==> src/design/bps_pkg.sv <==
// bps_pkg: shared types, codes and pattern table for the beep pattern sequencer
// no dependencies
`timescale 1ns / 1ps

package bps_pkg;

  localparam int unsigned OpW    = 2;
  localparam int unsigned ModeW  = 3;
  localparam int unsigned PulseW = 4;
  localparam int unsigned TickW  = 10;

  // event codes carried on the op field
  typedef enum logic [OpW-1:0] {
    OP_TICK  = 2'd0,
    OP_START = 2'd1,
    OP_STOP  = 2'd2,
    OP_NONE  = 2'd3
  } op_t;

  typedef enum logic [2:0] {
    PH_IDLE   = 3'b001,
    PH_RING   = 3'b010,
    PH_SILENT = 3'b100
  } phase_t;

  typedef struct packed {
    phase_t             phase;
    logic [PulseW-1:0]  pulses_done;
    logic [PulseW-1:0]  pulse_limit;
    logic [TickW-1:0]   on_ticks;
    logic [TickW-1:0]   off_ticks;
    logic [TickW-1:0]   countdown;
    logic               drive_level;
  } seq_state_t;

  typedef struct packed {
    logic [PulseW-1:0] pulses;
    logic [TickW-1:0]  on_t;
    logic [TickW-1:0]  off_t;
    logic              valid;
  } pattern_t;

  // fixed pattern table: pulses, on ticks, off ticks
  function automatic pattern_t pattern_lookup(input logic [ModeW-1:0] mode);
    pattern_t p;
    p = '0;
    unique case (mode)
      3'd1:    p = '{pulses: 4'd8, on_t: 10'd150, off_t: 10'd150, valid: 1'b1};
      3'd2:    p = '{pulses: 4'd4, on_t: 10'd500, off_t: 10'd50,  valid: 1'b1};
      3'd3:    p = '{pulses: 4'd5, on_t: 10'd1,   off_t: 10'd1,   valid: 1'b1};
      3'd4:    p = '{pulses: 4'd8, on_t: 10'd15,  off_t: 10'd15,  valid: 1'b1};
      3'd5:    p = '{pulses: 4'd2, on_t: 10'd1,   off_t: 10'd1,   valid: 1'b1};
      default: p = '0;
    endcase
    return p;
  endfunction

endpackage

==> src/design/bps_core.sv <==
// bps_core: next-state logic of the sequencer for one event
// depends on bps_pkg
`timescale 1ns / 1ps

module bps_core
  import bps_pkg::*;
(
  input  seq_state_t              cur,
  input  logic       [OpW-1:0]    op,
  input  logic       [ModeW-1:0]  mode,
  output seq_state_t              nxt
);

  pattern_t pat;
  op_t      op_e;

  assign pat  = pattern_lookup(mode);
  assign op_e = op_t'(op);

  always_comb begin
    nxt = cur;
    unique case (op_e)
      OP_TICK: begin
        if (cur.phase != PH_IDLE) begin
          if (cur.countdown != '0) begin
            nxt.countdown = cur.countdown - 1'b1;
          end else begin
            unique case (cur.phase)
              PH_RING: begin
                nxt.drive_level = 1'b0;
                nxt.phase       = PH_SILENT;
                nxt.countdown   = cur.off_ticks;
              end
              PH_SILENT: begin
                nxt.pulses_done = cur.pulses_done + 1'b1;
                if ((cur.pulses_done + 1'b1) >= cur.pulse_limit) begin
                  nxt.phase = PH_IDLE;
                end else begin
                  nxt.drive_level = 1'b1;
                  nxt.phase       = PH_RING;
                  nxt.countdown   = cur.on_ticks;
                end
              end
              default: nxt.phase = PH_IDLE;
            endcase
          end
        end
      end
      OP_START: begin
        if (cur.phase == PH_IDLE) begin
          nxt.pulses_done = '0;
          if (pat.valid) begin
            nxt.pulse_limit = pat.pulses;
            nxt.on_ticks    = pat.on_t;
            nxt.off_ticks   = pat.off_t;
            nxt.phase       = PH_RING;
            nxt.drive_level = 1'b1;
            nxt.countdown   = pat.on_t;
          end
        end
      end
      OP_STOP: begin
        nxt.phase       = PH_IDLE;
        nxt.drive_level = 1'b0;
      end
      default: nxt = cur;
    endcase
  end

endmodule

==> src/design/beep_pattern_sequencer.sv <==
// beep_pattern_sequencer: top level, input register, state and result register
// depends on bps_pkg and bps_core
`timescale 1ns / 1ps
//
//  channel  | ports                                   | moves
//  ---------+-----------------------------------------+---------------------------
//  input    | in_valid, in_ready, in_op, in_mode      | one event transaction
//  result   | out_valid, out_ready, out_buzzer_on,    | one status transaction
//           | out_busy_res                            | per event
//
//  one event per cycle sustained while the result side does not stall; an event
//  passes the input register, then the state update and result register
//  synchronous active-low reset returns the sequencer state to idle with the drive level low
//  a stalled result holds the pipeline; the input register still takes a
//  transaction while the result register is full only if it is itself empty

module beep_pattern_sequencer
  import bps_pkg::*;
(
  input  logic              clk,
  input  logic              rst_n,
  input  logic              in_valid,
  output logic              in_ready,
  input  logic [OpW-1:0]    in_op,
  input  logic [ModeW-1:0]  in_mode,
  output logic              out_valid,
  input  logic              out_ready,
  output logic              out_buzzer_on,
  output logic              out_busy_res
);

  // input register
  logic              s1_vld_r;
  logic [OpW-1:0]    s1_op_r;
  logic [ModeW-1:0]  s1_mode_r;

  // result register
  logic              out_vld_r;
  logic              out_buzzer_r;
  logic              out_busy_r;

  // sequencer state
  seq_state_t        state_r;
  seq_state_t        state_nxt;

  logic              advance;
  logic              in_take;

  // the event in the input register moves on when the result slot is empty or being taken
  assign advance  = !out_vld_r || out_ready;
  assign in_ready = !s1_vld_r || advance;
  assign in_take  = in_valid && in_ready;

  bps_core u_core (
    .cur  (state_r),
    .op   (s1_op_r),
    .mode (s1_mode_r),
    .nxt  (state_nxt)
  );

  // control registers
  always_ff @(posedge clk) begin
    if (!rst_n) begin
      s1_vld_r  <= 1'b0;
      out_vld_r <= 1'b0;
      state_r   <= '{phase: PH_IDLE, default: '0};
    end else begin
      if (in_ready) begin
        s1_vld_r <= in_valid;
      end
      if (advance) begin
        out_vld_r <= s1_vld_r;
        if (s1_vld_r) begin
          state_r <= state_nxt;
        end
      end
    end
  end

  // payload registers
  always_ff @(posedge clk) begin
    if (in_take) begin
      s1_op_r   <= in_op;
      s1_mode_r <= in_mode;
    end
    if (advance && s1_vld_r) begin
      out_buzzer_r <= state_nxt.drive_level;
      out_busy_r   <= (state_nxt.phase != PH_IDLE);
    end
  end

  assign out_valid     = out_vld_r;
  assign out_buzzer_on = out_buzzer_r;
  assign out_busy_res  = out_busy_r;

`ifndef SYNTHESIS
  // buzzer is never driven while idle
  a_idle_quiet: assert property (@(posedge clk) disable iff (!rst_n)
    (state_r.phase == PH_IDLE) |-> !state_r.drive_level)
    else $error("buzzer driven while idle");

  // a running pattern has pulses left
  a_pulses_left: assert property (@(posedge clk) disable iff (!rst_n)
    (state_r.phase != PH_IDLE) |-> (state_r.pulses_done < state_r.pulse_limit))
    else $error("running with no pulses left");

  // countdown stays within the current phase time
  a_count_range: assert property (@(posedge clk) disable iff (!rst_n)
    ((state_r.phase == PH_RING) |-> (state_r.countdown <= state_r.on_ticks)) and
    ((state_r.phase == PH_SILENT) |-> (state_r.countdown <= state_r.off_ticks)))
    else $error("countdown beyond phase time");

  // state moves only when an event leaves the input register
  a_state_hold: assert property (@(posedge clk) disable iff (!rst_n)
    !(advance && s1_vld_r) |=> $stable(state_r))
    else $error("state changed without an event");
`endif

endmodule

==> config.mk <==
export PLATFORM = sky130hd
export DESIGN_NAME = beep_pattern_sequencer
export DESIGN_NICKNAME = d
export VERILOG_FILES = /design/src/design/bps_pkg.sv /design/src/design/bps_core.sv /design/src/design/beep_pattern_sequencer.sv
export SDC_FILE = /design/constraint.sdc
export NUM_CORES = 1
export LEC_CHECK = 0
export ABC_AREA = 1
export BUFFER_PORTS_ARGS = -buffer_cell sky130_fd_sc_hd__buf_4
export CAP_MARGIN = 30
export CORE_ASPECT_RATIO = 0.8
export CORE_MARGIN = 10
export CORE_UTILIZATION = 40
export DETAILED_ROUTE_END_ITERATION = 6
export SETUP_SLACK_MARGIN = 0.15
export SLEW_MARGIN = 30
export SYNTH_ARGS = -nofsm -noshare
export SYNTH_HDL_FRONTEND = slang
export SYNTH_SLANG_ARGS = --single-unit
export TNS_END_PERCENT = 30
==> constraint.sdc <==
create_clock -name clk -period 2.05 [get_ports clk]
set_input_delay 0.1025 -clock clk [delete_from_list [all_inputs] [get_ports clk]]
set_output_delay 0.1025 -clock clk [all_outputs]
set_load 0.01 [all_outputs]
* Word-level counts from Yosys, hierarchy flattened *
Index checks and enable logic that the tools add are counted.

word-level totals
  register bits = 51
  latch bits = 0
  bits in writable memories = 0
  ROM bits = 0
  input bits = 9
  output and inout port bits = 4
  word-level logic and storage cells = 66
  memories = 0

cells by class
  add/subtract/negate cells = 2
  multiply operators = 0
  divide/modulo/power cells = 0
  $lt $le $gt $ge = 1
  equal/unequal tests = 19
  shifts and indexed selects = 0
  mux-type cells = 18
  bitwise logic cells = 0
  reduce and logical (&&, ||, !) cells = 13

operator list
  cell                                                count
  one-hot mux 25 bit (5 select lines)                 1
  two-way mux 42 bit                                  1
  two-way mux 35 bit                                  1
  two-way mux 11 bit                                  2
  one-hot mux 11 bit (2 select lines)                 1
  one-hot mux 10 bit (2 select lines)                 1
  two-way mux 7 bit                                   2
  two-way mux 10 bit                                  1
  nonzero test 10 bit                                 1
  subtractor 10 x 1 -> 10 bit, second input constant  1
  == test 3 x 2 -> 1 bit, second input constant       3
  == test 3 bit, second input constant                3
  one-hot mux 3 bit (3 select lines)                  1
  != test 4 x 3 -> 1 bit, second input constant       2
  one-hot mux 4 bit (2 select lines)                  1
  AND reduction 8 bit                                 1
  AND reduction 7 bit                                 1
  == test 3 x 1 -> 1 bit, second input constant       2
  != test 2 x 1 -> 1 bit, second input constant       3
  != test 3 x 1 -> 1 bit, second input constant       2
  one-hot mux 3 bit (2 select lines)                  1
  AND reduction 5 bit                                 1
  adder 4 x 1 -> 4 bit, second input constant         1
  greater-or-equal comparator 4 bit                   1
  14 further kinds                                    18

* Logic depth before layout (Yosys ltp) *
Gate-level depths: netlist of run 1.

  depth after elaboration = 8
  gate-level depth with buffers = 15
  gate-level depth less buffers = 14

* Cells and area by module *
A second synthesis of run 1 with hierarchy kept.

second synthesis, totals
  cell total of the unflattened synthesis = 601
  area total of the unflattened synthesis = 3,711.1 µm²

by module, submodules not included
  module                  instances  cells each  area an instance (µm²)  seq. area each (µm²)
  beep_pattern_sequencer  1          294         2,155.8                 1,091.0
  bps_core                1          307         1,555.2                 0.0

* Worst setup path after synthesis of run 1 *
Ideal clock, no wire load.

  path type = reg-to-reg
  start = register state_r[35] in the netlist's numbering
  end = register out_busy_r, in the netlist out_busy_res (data pin)
  library setup time = 0.253 ns
  data arrival time = 1.597 ns
  data required time = 1.797 ns
  path slack = 0.200 ns
  stages on the path, launching flop included = 12
  buffers on the path = 0
  period minus slack after synthesis = 1.850 ns
  cells stage by stage = dfxtp_1 ha_1 xor2_1 ha_1 nand2_1 inv_1 nand2_1 nand2_1 nand2_1 nand3_1 and3_1 nand2_1

between the ends
  cells in the longest elaborated chain, start to end = 8

RTL lines
  item                                line                          text
  start: declaration                  beep_pattern_sequencer.sv:43  seq_state_t state_r;
  start signal: assignment            beep_pattern_sequencer.sv:74  state_r <= state_nxt;
  adder 4 x 1 -> 4 bit                bps_core.sv:36                if ((cur.pulses_done + 1'b1) >= cur.pulse_limit) begin
  greater-or-equal comparator 4 bit   bps_core.sv:36
  two-way mux 2 bit                   bps_core.sv:36
  one-hot mux 3 bit (2 select lines)  bps_core.sv:28                unique case (cur.phase)
  two-way mux 7 bit                   bps_core.sv:25                if (cur.countdown != '0) begin
  two-way mux 7 bit                   bps_core.sv:24                if (cur.phase != PH_IDLE) begin
  one-hot mux 3 bit (3 select lines)  bps_core.sv:22                unique case (op_e)
  != test 3 x 1 -> 1 bit              beep_pattern_sequencer.sv:88  out_busy_r <= (state_nxt.phase != PH_IDLE);
  end signal: assignment              beep_pattern_sequencer.sv:88
  end: declaration                    beep_pattern_sequencer.sv:40  logic out_busy_r;

Every way passes these cells. The select of a mux whose other input is x is not followed.
A chain may end at the register's enable or synchronous reset.

* Worst setup path after layout of run 1 *
  start = register state_r[36] in the netlist's numbering
  end = register out_busy_r, in the netlist out_busy_res (data pin)

Same word-level chain as after synthesis.

==> summary.md, run 1 <==
| Metric | Value |
|---|---|
| Post-synth top area cell | dfxtp_1 |
| LEAKAGE | 1.41 nW |
| Num CTS Buffers | 5 |
| DP Wirelength | ~4.5 mm |
| First-pass GRT wire length | 10.3 mm |
| Initial core utilization | 0.406 |
| Critical path fanouts, max | 4 |
| Initial antenna violation count | 0 |
| DR WL/cell | about 13 µm |
| Worst setup EP type | flip-flop |
| Antenna diodes | 0 |
| Max Slew Vio Count | 0 |
| WL final | ~6.2 mm |
| Cell Area, Placed | 2580 µm² |
| Layout area overhead | 23.1% |
| Core Footprint | a little under 6000 µm² |
| Worst Hold Class | primary input to flip-flop |
| Syn Std Cell Area | approximately 2400 µm² |
| TritonRoute pass-1 iters | 4 |
| Post-synth EDFFs | 7 |
| Die height | ~89 µm |
| Slew HR | 0.716 |
| Pwr Total | between 1.5 and 2 mW |
| Warnings, synthesis | 0 |
| Sequential fraction of the synthesis area | 0.341 |
| Worst-Skew Late Latency | approximately 0.31 ns |
| Final Hold Violating Endpoints | 0 |
| Largest net degree at the start of global routing | 24 |
| DRC viols | 0 |
| Post-Syn Instances | around 380 |
| H-Tree Level Count | 2 |
| Required @ worst endpoint | 2.12 ns |
| Synth async-reset ratio | 0 |
| Tmin final | around 1.9 ns |
| Final worst path period share | 0.941 |
| Die Area | 9440 µm² |
| Synth unique cells | 29 |
| # setup viols final | 0 |
| Fill cell count | about 600 |
| Die W | between 100 and 150 µm |
| CTS sink count | 37 |
| Register Area | a little over 800 µm² |
| Max Clock Freq | around 520 MHz |
| Root buffer selected by CTS | clkbuf_8 |
| WP data arrival | roughly 2 ns |
| GRT Resource Usage Total | 0.137 |
| Vias in the first global route | ~2.2k |
| Final #Nets | between 400 and 500 |
| Top post-synthesis cells by area | dfxtp_1, nand2_1, nor2_1 |
| Flops & latches, synth | 37 |
| Pwr dens | 671 nW/µm² |
| Vias per Instance | a little under 5 |
| Syn nets | between 300 and 400 |
| Crit path kind | flip-flop to flip-flop |
| RSZ-0062 raised after global routing | yes |
| Top-count cell post-synth | nand2_1 |
| Max Cap Viol | 0 |
| Ys flop type | dfxtp_1 |
| TNS Setup | 0 ns |
| Detailed Route Iter0 Violations | approximately 160 |
| CP startpoint kind | flip-flop |
| GP Congestion | roughly 0.84 |
| Fin area | between 2000 and 3000 µm² |
| Syn_area_per_cell | ~6.3 µm² |
| Max clock buf depth | 2 |
| Multi-input gate area | about 1500 µm² |
| Vias | ~2.4k |
| # IOs | 13 |
| FP Rows | 25 |
| Clock-pin transition on the worst setup and hold timing paths | around 0.090 ns |
| Top-area cell type share of the netlist area | 0.253 |
| Post-synth top cells | nand2_1, nor2_1, inv_1, nand3_1, dfxtp_1 |
| CTS tree | built |
| Port-buffer cells | 12 |
| Congestion Overflow GR | 0 |
| Layout Skew | between 0.007 and 0.008 ns |
| Final ANT Viol Nets | 0 |
| Peak supply drop | 0.000309 V |
| Least-Margin Pin Slew | around 0.42 ns |
| Status | completed |
| Layout cell share with drive strength beyond 1 | 0.200 |
## per-layer routing
| metal | up-vias | routed length (µm) | global-route usage |
|---|---|---|---|
| li1 | 1252 | - | - |
| met1 | 1068 | 3030 | 0.174 |
| met2 | 38 | 2800 | 0.223 |
| met3 | 5 | 259 | 0.0288 |
| met4 | 0 | 79 | 0.0540 |
| met5 | - | 0 | 0 |
## worst max-delay path, stage by stage (launching register included)
cell and delay, ns:
dfxtp_4 0.37, ha_4 0.17, xor2_2 0.17, ha_1 0.30, nand2_1 0.07, inv_2 0.07, nand2_2 0.08, nand2_2 0.11
nand2_1 0.09, nand3_1 0.09, and3_1 0.14, nand2_1 0.04
## power by group
| part | switching [mW] | internal (mW) | total [mW] |
|---|---|---|---|
| clock | 0.306 | 0.239 | 0.544 |
| combinational | 0.395 | 0.214 | 0.609 |
| sequential | 0.0308 | 0.776 | 0.807 |
## repair_timing
action	CTS	global route
cloned	0	1
hold buffers	5	0
buffers inserted	0	4
gates resized for setup	23	21
endpoints found under the hold margin	5	0
pin swaps	11	14
endpoints found under the setup margin	10	19
## state kept, by name (all words and copies together), names as in the netlist
name	cells
out_busy_res	1
out_buzzer_on	1
s1_vld_r	1
state_r	28
s1_op_r	2
s1_mode_r	3
out_valid	1
## cell families (layout without fill, tap and decap cells)
group | after synthesis | in the layout | synth area share
simple gates | 228 | 229 | 0.418
buf+inv | 62 | 93 | 0.105
compound gates | 42 | 42 | 0.0922
flops | 37 | 37 | 0.341
fa+ha+maj | 6 | 6 | 0.0316
xor+xnor | 3 | 3 | 0.0111
## worst paths after layout
path | startpoint | end | slack [ns] | depth (start not counted)
worst min-delay path | in_valid | s1_vld_r | 0.08 | 3
worst min register to register | state_r[18] | state_r[18] | 0.46 | 2
worst max register to register | state_r[36] | out_busy_res | 0.12 | 11
worst max-delay path | state_r[36] | out_busy_res | 0.12 | 11
## final cells by class
cell class,instances,share of cell area
timing repair buffer,28,0.0774
multi-input combinational,280,0.502
clock inverter,3,0.00770
sequential,37,0.281
clock buffer,5,0.0235
inverter,57,0.0732
tap,81,0.0347
## through the flow
step | hold WS, ns | instances | utilization | worst slack [ns]
final | 0.0771 | 491 | 0.500 | 0.121
after global routing | 0.0848 | 491 | 0.500 | -0.000257
after CTS | 0.0681 | 486 | 0.481 | 0.122
after detailed placement | 0.282 | 473 | 0.441 | 0.0357
after global placement | 0.282 | 473 | 0.441 | 0.105
after floorplan | 0.201 | 378 | - | 0.200
## cells in the final DEF, fill, tap and decap left out, types with 5 or more instances in the layout
cell type and n:
inv_2 8, clkbuf_8 5, dlygate4sd3_1 5, nor2_1 57, buf_4 22, nand2_2 10, a21oi_1 21, nor2_2 8
edfxtp_1 7, o21ai_0 15, dfxtp_1 27, nand4_1 6, nand3_1 30, inv_1 49, nand2_1 99, ha_1 5
Power figures use the tool's default switching activity.
==> run 2, diff against run 1 <==
--- a/config.mk
+++ b/config.mk
@@ -10,8 +10,9 @@
 export CAP_MARGIN = 30
 export CORE_ASPECT_RATIO = 0.8
 export CORE_MARGIN = 10
-export CORE_UTILIZATION = 40
+export CORE_UTILIZATION = 60
 export DETAILED_ROUTE_END_ITERATION = 6
+export PLACE_DENSITY = 0.79
 export SETUP_SLACK_MARGIN = 0.15
 export SLEW_MARGIN = 30
 export SYNTH_ARGS = -nofsm -noshare
==> summary.md, run 2 (synthesis results as in run 1) <==
| Metric | Value |
|---|---|
| Max clock buf depth | 2 (unchanged) |
| DR WL/cell | 13.7 µm (+9.0%) |
| Final #Nets | 422 (-0.47%) |
| Slew HR | 0.729 (+0.0121) |
| WP data arrival | 2.10 ns (+0.10 ns) |
| GRT Resource Usage Total | 0.173 (+0.0359) |
| Root buffer selected by CTS | clkbuf_8 |
| Initial core utilization | 0.624 (+0.218) |
| Port-buffer cells | 12 (unchanged) |
| RSZ-0062 raised after global routing | yes |
| Clock-pin transition on the worst setup and hold timing paths | 0.08 ns (about the same) |
| Fin area | 2930 µm² (about the same) |
| Vias per Instance | 5.32 (+10%) |
| TritonRoute pass-1 iters | 5 (+1) |
| Vias | 2462 (+4.2%) |
| Cell Area, Placed | 2550 µm² (-1.3%) |
| TNS Setup | 0 ns (unchanged) |
| # setup viols final | 0 (unchanged) |
| Final ANT Viol Nets | 0 (unchanged) |
| Layout Skew | 0.00878 ns (+0.00165 ns) |
| Final worst path period share | 0.936 (-0.00524) |
| Antenna diodes | 0 (unchanged) |
| H-Tree Level Count | 2 (unchanged) |
| CP startpoint kind | flip-flop |
| LEAKAGE | 1.44 nW (+2.1%) |
| CTS sink count | 37 (unchanged) |
| Tmin final | 1.92 ns (-0.0108 ns) |
| Required @ worst endpoint | 2.23 ns (+0.11 ns) |
| Initial antenna violation count | 0 (unchanged) |
| CTS tree | built |
| Most frequent cells in the layout | nand2_1, nor2_1, inv_1, dfxtp_1, nand3_1 |
| Die height | 76.3 µm (-14%) |
| Worst setup EP type | flip-flop |
| DP Wirelength | 4.39 mm (-1.9%) |
| Fill cell count | 332 (-46%) |
| Commonest non-fill, non-tap cell in the layout | nand2_1 |
| Peak supply drop | 0.000488 V (+58%) |
| Layout cell share with drive strength beyond 1 | 0.211 (+0.0108) |
| Max Clock Freq | 521 MHz (+0.56%) |
| Die Area | 6890 µm² (-27%) |
| # IOs | 13 (unchanged) |
| WL final | 6.34 mm (+2.7%) |
| Congestion Overflow GR | 0 (unchanged) |
| Max Cap Viol | 0 (unchanged) |
| Critical path fanouts, max | 8 (+4) |
| Layout area overhead | 23.2% (about the same) |
| Vias in the first global route | 2196 (-2.2%) |
| Detailed Route Iter0 Violations | 238 (+45%) |
| Worst-Skew Late Latency | 0.29 ns (-0.02 ns) |
| Die W | 90.3 µm (-15%) |
| Final Hold Violating Endpoints | 0 (unchanged) |
| Status | completed |
| Worst Hold Class | primary input to flip-flop |
| Core Footprint | 3800 µm² (-35%) |
| Top reg by flops | state_r |
| Largest net degree at the start of global routing | 24 (unchanged) |
| GP Congestion | 0.925 (+9.5%) |
| First-pass GRT wire length | 9.99 mm (-3.2%) |
| Crit path kind | flip-flop to flip-flop |
| Max FFs per register | 28 (unchanged) |
| Least-Margin Pin Slew | 0.406 ns (-0.0182 ns) |
| Num CTS Buffers | 5 (unchanged) |
| DRC viols | 0 (unchanged) |
| Max Slew Vio Count | 0 (unchanged) |
| Finished Core Util | 0.769 (+0.270) |
| FP Rows | 20 (-20%) |
| Pwr dens | 663 nW/µm² (-1.1%) |
| Biggest regs | state_r x28, s1_mode_r x3, s1_op_r x2 |
run 2: timing repair:
action,4_1_cts,5_1_grt
setup endpoints to repair,13,19
pin swaps,4,20
endpoints found under the hold margin,5,0
buffers inserted,1,1
gates cloned,0,1
resized for setup,15,38
hold buffers,5,0
run 2: critical path, cell delays in order, from the launching register on:
cell	delay (ns)
dfxtp_4	0.39
nand3_4	0.09
xnor2_4	0.22
ha_4	0.24
nand2_1	0.07
nand2_2	0.08
inv_1	0.08
nand3_2	0.08
nand2_2	0.09
nand2_4	0.07
nand2_8	0.12
nand3_2	0.10
nor2_2	0.13
nor2_1	0.06
run 2: worst paths after layout:
kind              slack, ns         from          end  cells past startpoint
hold / removal          0.1     in_valid     s1_vld_r                      3
setup / recovery       0.13  state_r[35]   state_r[5]                     13
setup reg to reg       0.13  state_r[35]   state_r[5]                     13
hold reg to reg        0.47  state_r[21]  state_r[21]                      2
run 2: per-stage QoR:
step                      power, mW  setup WS [ns]  std cells  hold slack [ns]
after floorplan                1.21          0.200        378            0.201
after CTS                      1.87          0.128        461            0.117
after detailed placement       1.36        0.00686        447            0.282
after global routing           2.05         0.0323        463            0.144
final                          1.94          0.131        463            0.100
after global placement         1.35         0.0960        447            0.281
run 2: report_power, final:
group	internal, mW	switching [mW]	leakage [nW]
Sequential	0.777	0.0326	0.314
Combinational	0.221	0.414	1.08
Clock	0.236	0.261	0.0450
run 2: routing by layer:
layer  global-route usage  up-vias  routed length [µm]  part of all wire
met1                0.239     1124                2950              0.47
met2                0.268       79                2970              0.47
met5                    0        -                   0                 0
met3               0.0305       11                 331             0.052
li1                     -     1248                   -                 -
met4               0.0444        0                  90             0.014
run 2: layout make-up:
type / count / area, µm² / area share
well taps: 55 / 68.8 / 0.0235
clock inverters: 2 / 10.0 / 0.00342
flip-flops and latches: 37 / 822 / 0.281
multi-input cells: 280 / 1530 / 0.523
repair buffers: 26 / 208 / 0.0710
clock buffers: 6 / 72.6 / 0.0248
inverters: 57 / 214 / 0.0731
==> run 3, diff against run 2 <==
--- a/config.mk
+++ b/config.mk
@@ -11,6 +11,7 @@
 export CORE_ASPECT_RATIO = 0.8
 export CORE_MARGIN = 10
 export CORE_UTILIZATION = 60
+export CTS_BUF_LIST = sky130_fd_sc_hd__clkbuf_4 sky130_fd_sc_hd__clkbuf_8 sky130_fd_sc_hd__clkbuf_16
 export DETAILED_ROUTE_END_ITERATION = 6
 export PLACE_DENSITY = 0.79
 export SETUP_SLACK_MARGIN = 0.15
==> summary.md, run 3 (synthesis results as in run 1) <==
| Metric | Value |
|---|---|
| Vias | 2455 (-0.28%) |
| Peak supply drop | 0.000492 V (+0.85%) |
| FP Rows | 20 (unchanged) |
| Status | completed |
| Place WS | 0.00686 ns (unchanged) |
| Slew HR | 0.723 (-0.00542) |
| Max Slew Vio Count | 0 (unchanged) |
| GP Congestion | 0.925 (unchanged) |
| DP Wirelength | 4.39 mm (unchanged) |
| Commonest non-fill, non-tap cell in the layout | nand2_1 |
| # IOs | 13 (unchanged) |
| Core Footprint | 3800 µm² (unchanged) |
| Top reg by flops | state_r |
| Layout cell share with drive strength beyond 1 | 0.213 (+0.00245) |
| Detailed Route Iter0 Violations | 200 (-16%) |
| GRT Resource Usage Total | 0.173 (unchanged) |
| Initial core utilization | 0.624 (unchanged) |
| Required @ worst endpoint | 2.23 ns (about the same) |
| Layout Skew | 0.00717 ns (-0.00161 ns) |
| Crit path kind | flip-flop to flip-flop |
| Num CTS Buffers | 5 (unchanged) |
| Vias in the first global route | 2196 (unchanged) |
| Largest net degree at the start of global routing | 24 (unchanged) |
| Least-Margin Pin Slew | 0.414 ns (+0.00811 ns) |
| Worst-Skew Late Latency | 0.29 ns (about the same) |
| Die height | 76.3 µm (unchanged) |
| Max Clock Freq | 522 MHz (+0.21%) |
| Clock-pin transition on the worst setup and hold timing paths | 0.08 ns (about the same) |
| Die W | 90.3 µm (unchanged) |
| Max Cap Viol | 0 (unchanged) |
| # setup viols final | 0 (unchanged) |
| Layout area overhead | 23.4% |
| Pwr dens | 667 nW/µm² (+0.52%) |
| Tmin final | 1.91 ns (-0.00407 ns) |
| Max clock buf depth | 2 (unchanged) |
| DR WL/cell | 13.6 µm (-0.33%) |
| Die Area | 6890 µm² (unchanged) |
| Critical path fanouts, max | 8 (unchanged) |
| Worst Hold Class | primary input to flip-flop |
| First-pass GRT wire length | 9.99 mm (unchanged) |
| Initial antenna violation count | 0 (unchanged) |
| Most frequent cells in the layout | nand2_1, nor2_1, inv_1, dfxtp_1, nand3_1 |
| Final #Nets | 422 (unchanged) |
| Final ANT Viol Nets | 0 (unchanged) |
| TritonRoute pass-1 iters | 7 (+2) |
| Biggest regs | state_r x28, s1_mode_r x3, s1_op_r x2 |
| RSZ-0062 raised after global routing | yes |
| CTS tree | built |
| Final Hold Violating Endpoints | 0 (unchanged) |
| Worst setup EP type | flip-flop |
| Final worst path period share | 0.934 (-0.00199) |
| Port-buffer cells | 12 (unchanged) |
| Congestion Overflow GR | 0 (unchanged) |
| Final WS setup | 0.135 ns (+0.00408 ns) |
| CTS sink count | 37 (unchanged) |
| Root buffer selected by CTS | clkbuf_8 |
| H-Tree Level Count | 2 (unchanged) |
| DRC viols | 0 (unchanged) |
| Vias per Instance | 5.30 (-0.28%) |
| Antenna diodes | 0 (unchanged) |
| WL final | 6.32 mm (-0.33%) |
| TNS Setup | 0 ns (unchanged) |
| LEAKAGE | 1.44 nW (+0.24%) |
| WP data arrival | 2.10 ns (about the same) |
| CP startpoint kind | flip-flop |
| Max FFs per register | 28 (unchanged) |
run 3: changes by cell type in the layout (fill, tap and decap cells not counted):
cell      delta
clkbuf_1     -1
clkbuf_4     +1
run 3: worst paths after layout:
check / from / slack, ns / to / cells past startpoint
setup / recovery: state_r[35] / 0.14 / state_r[5] / 13
hold / removal: in_valid / 0.1 / s1_vld_r / 3
setup reg to reg: state_r[35] / 0.14 / state_r[5] / 13
hold reg to reg: state_r[21] / 0.47 / state_r[21] / 2
run 3: final cells by class:
class                      count  area (µm²)
tap                           55        68.8
clock buffer                   6        76.3
timing repair buffer          26         208
clock inverter                 2        10.0
fill                         331         873
inverter                      57         214
multi-input combinational    280        1530
sequential                    37         822
run 3: repair_timing:
action / in CTS / in global routing
hold endpoints to repair: 5 / 0
cloned: 0 / 1
hold buffers: 5 / 0
setup buffers: 1 / 1
pin swaps: 4 / 20
gates resized for setup: 15 / 38
setup endpoints to repair: 13 / 19
run 3: metrics by stage:
step                 util  hold WS, ns  instances  cell area, µm²  total power, mW
floorplan               -        0.201        378            2370             1.21
global placement    0.670        0.281        447            2550             1.35
detailed placement  0.670        0.282        447            2550             1.36
CTS                 0.724        0.117        461            2760             1.88
global route        0.770        0.144        463            2930             2.07
finish              0.770       0.0980        463            2930             1.95
run 3: worst max-delay path, stage by stage (launching register included):
cell and delay [ns]:
dfxtp_4 0.39, nand3_4 0.09, xnor2_4 0.22, ha_4 0.24
nand2_1 0.07, nand2_2 0.08, inv_1 0.08, nand3_2 0.08
nand2_2 0.09, nand2_4 0.07, nand2_8 0.12, nand3_2 0.10
nor2_2 0.13, nor2_1 0.06
run 3: where the power goes:
group	total, mW	switching, mW	internal [mW]
clock	0.510	0.261	0.249
sequential	0.809	0.0325	0.777
combinational	0.634	0.413	0.221
total	1.95	0.706	1.25
run 3: routing by layer:
layer | vias up | track usage | part of all wire
li1 | 1248 | - | -
met1 | 1118 | 0.239 | 0.46
met2 | 73 | 0.268 | 0.47
met3 | 16 | 0.0305 | 0.050
met4 | 0 | 0.0444 | 0.021
met5 | - | 0 | 0
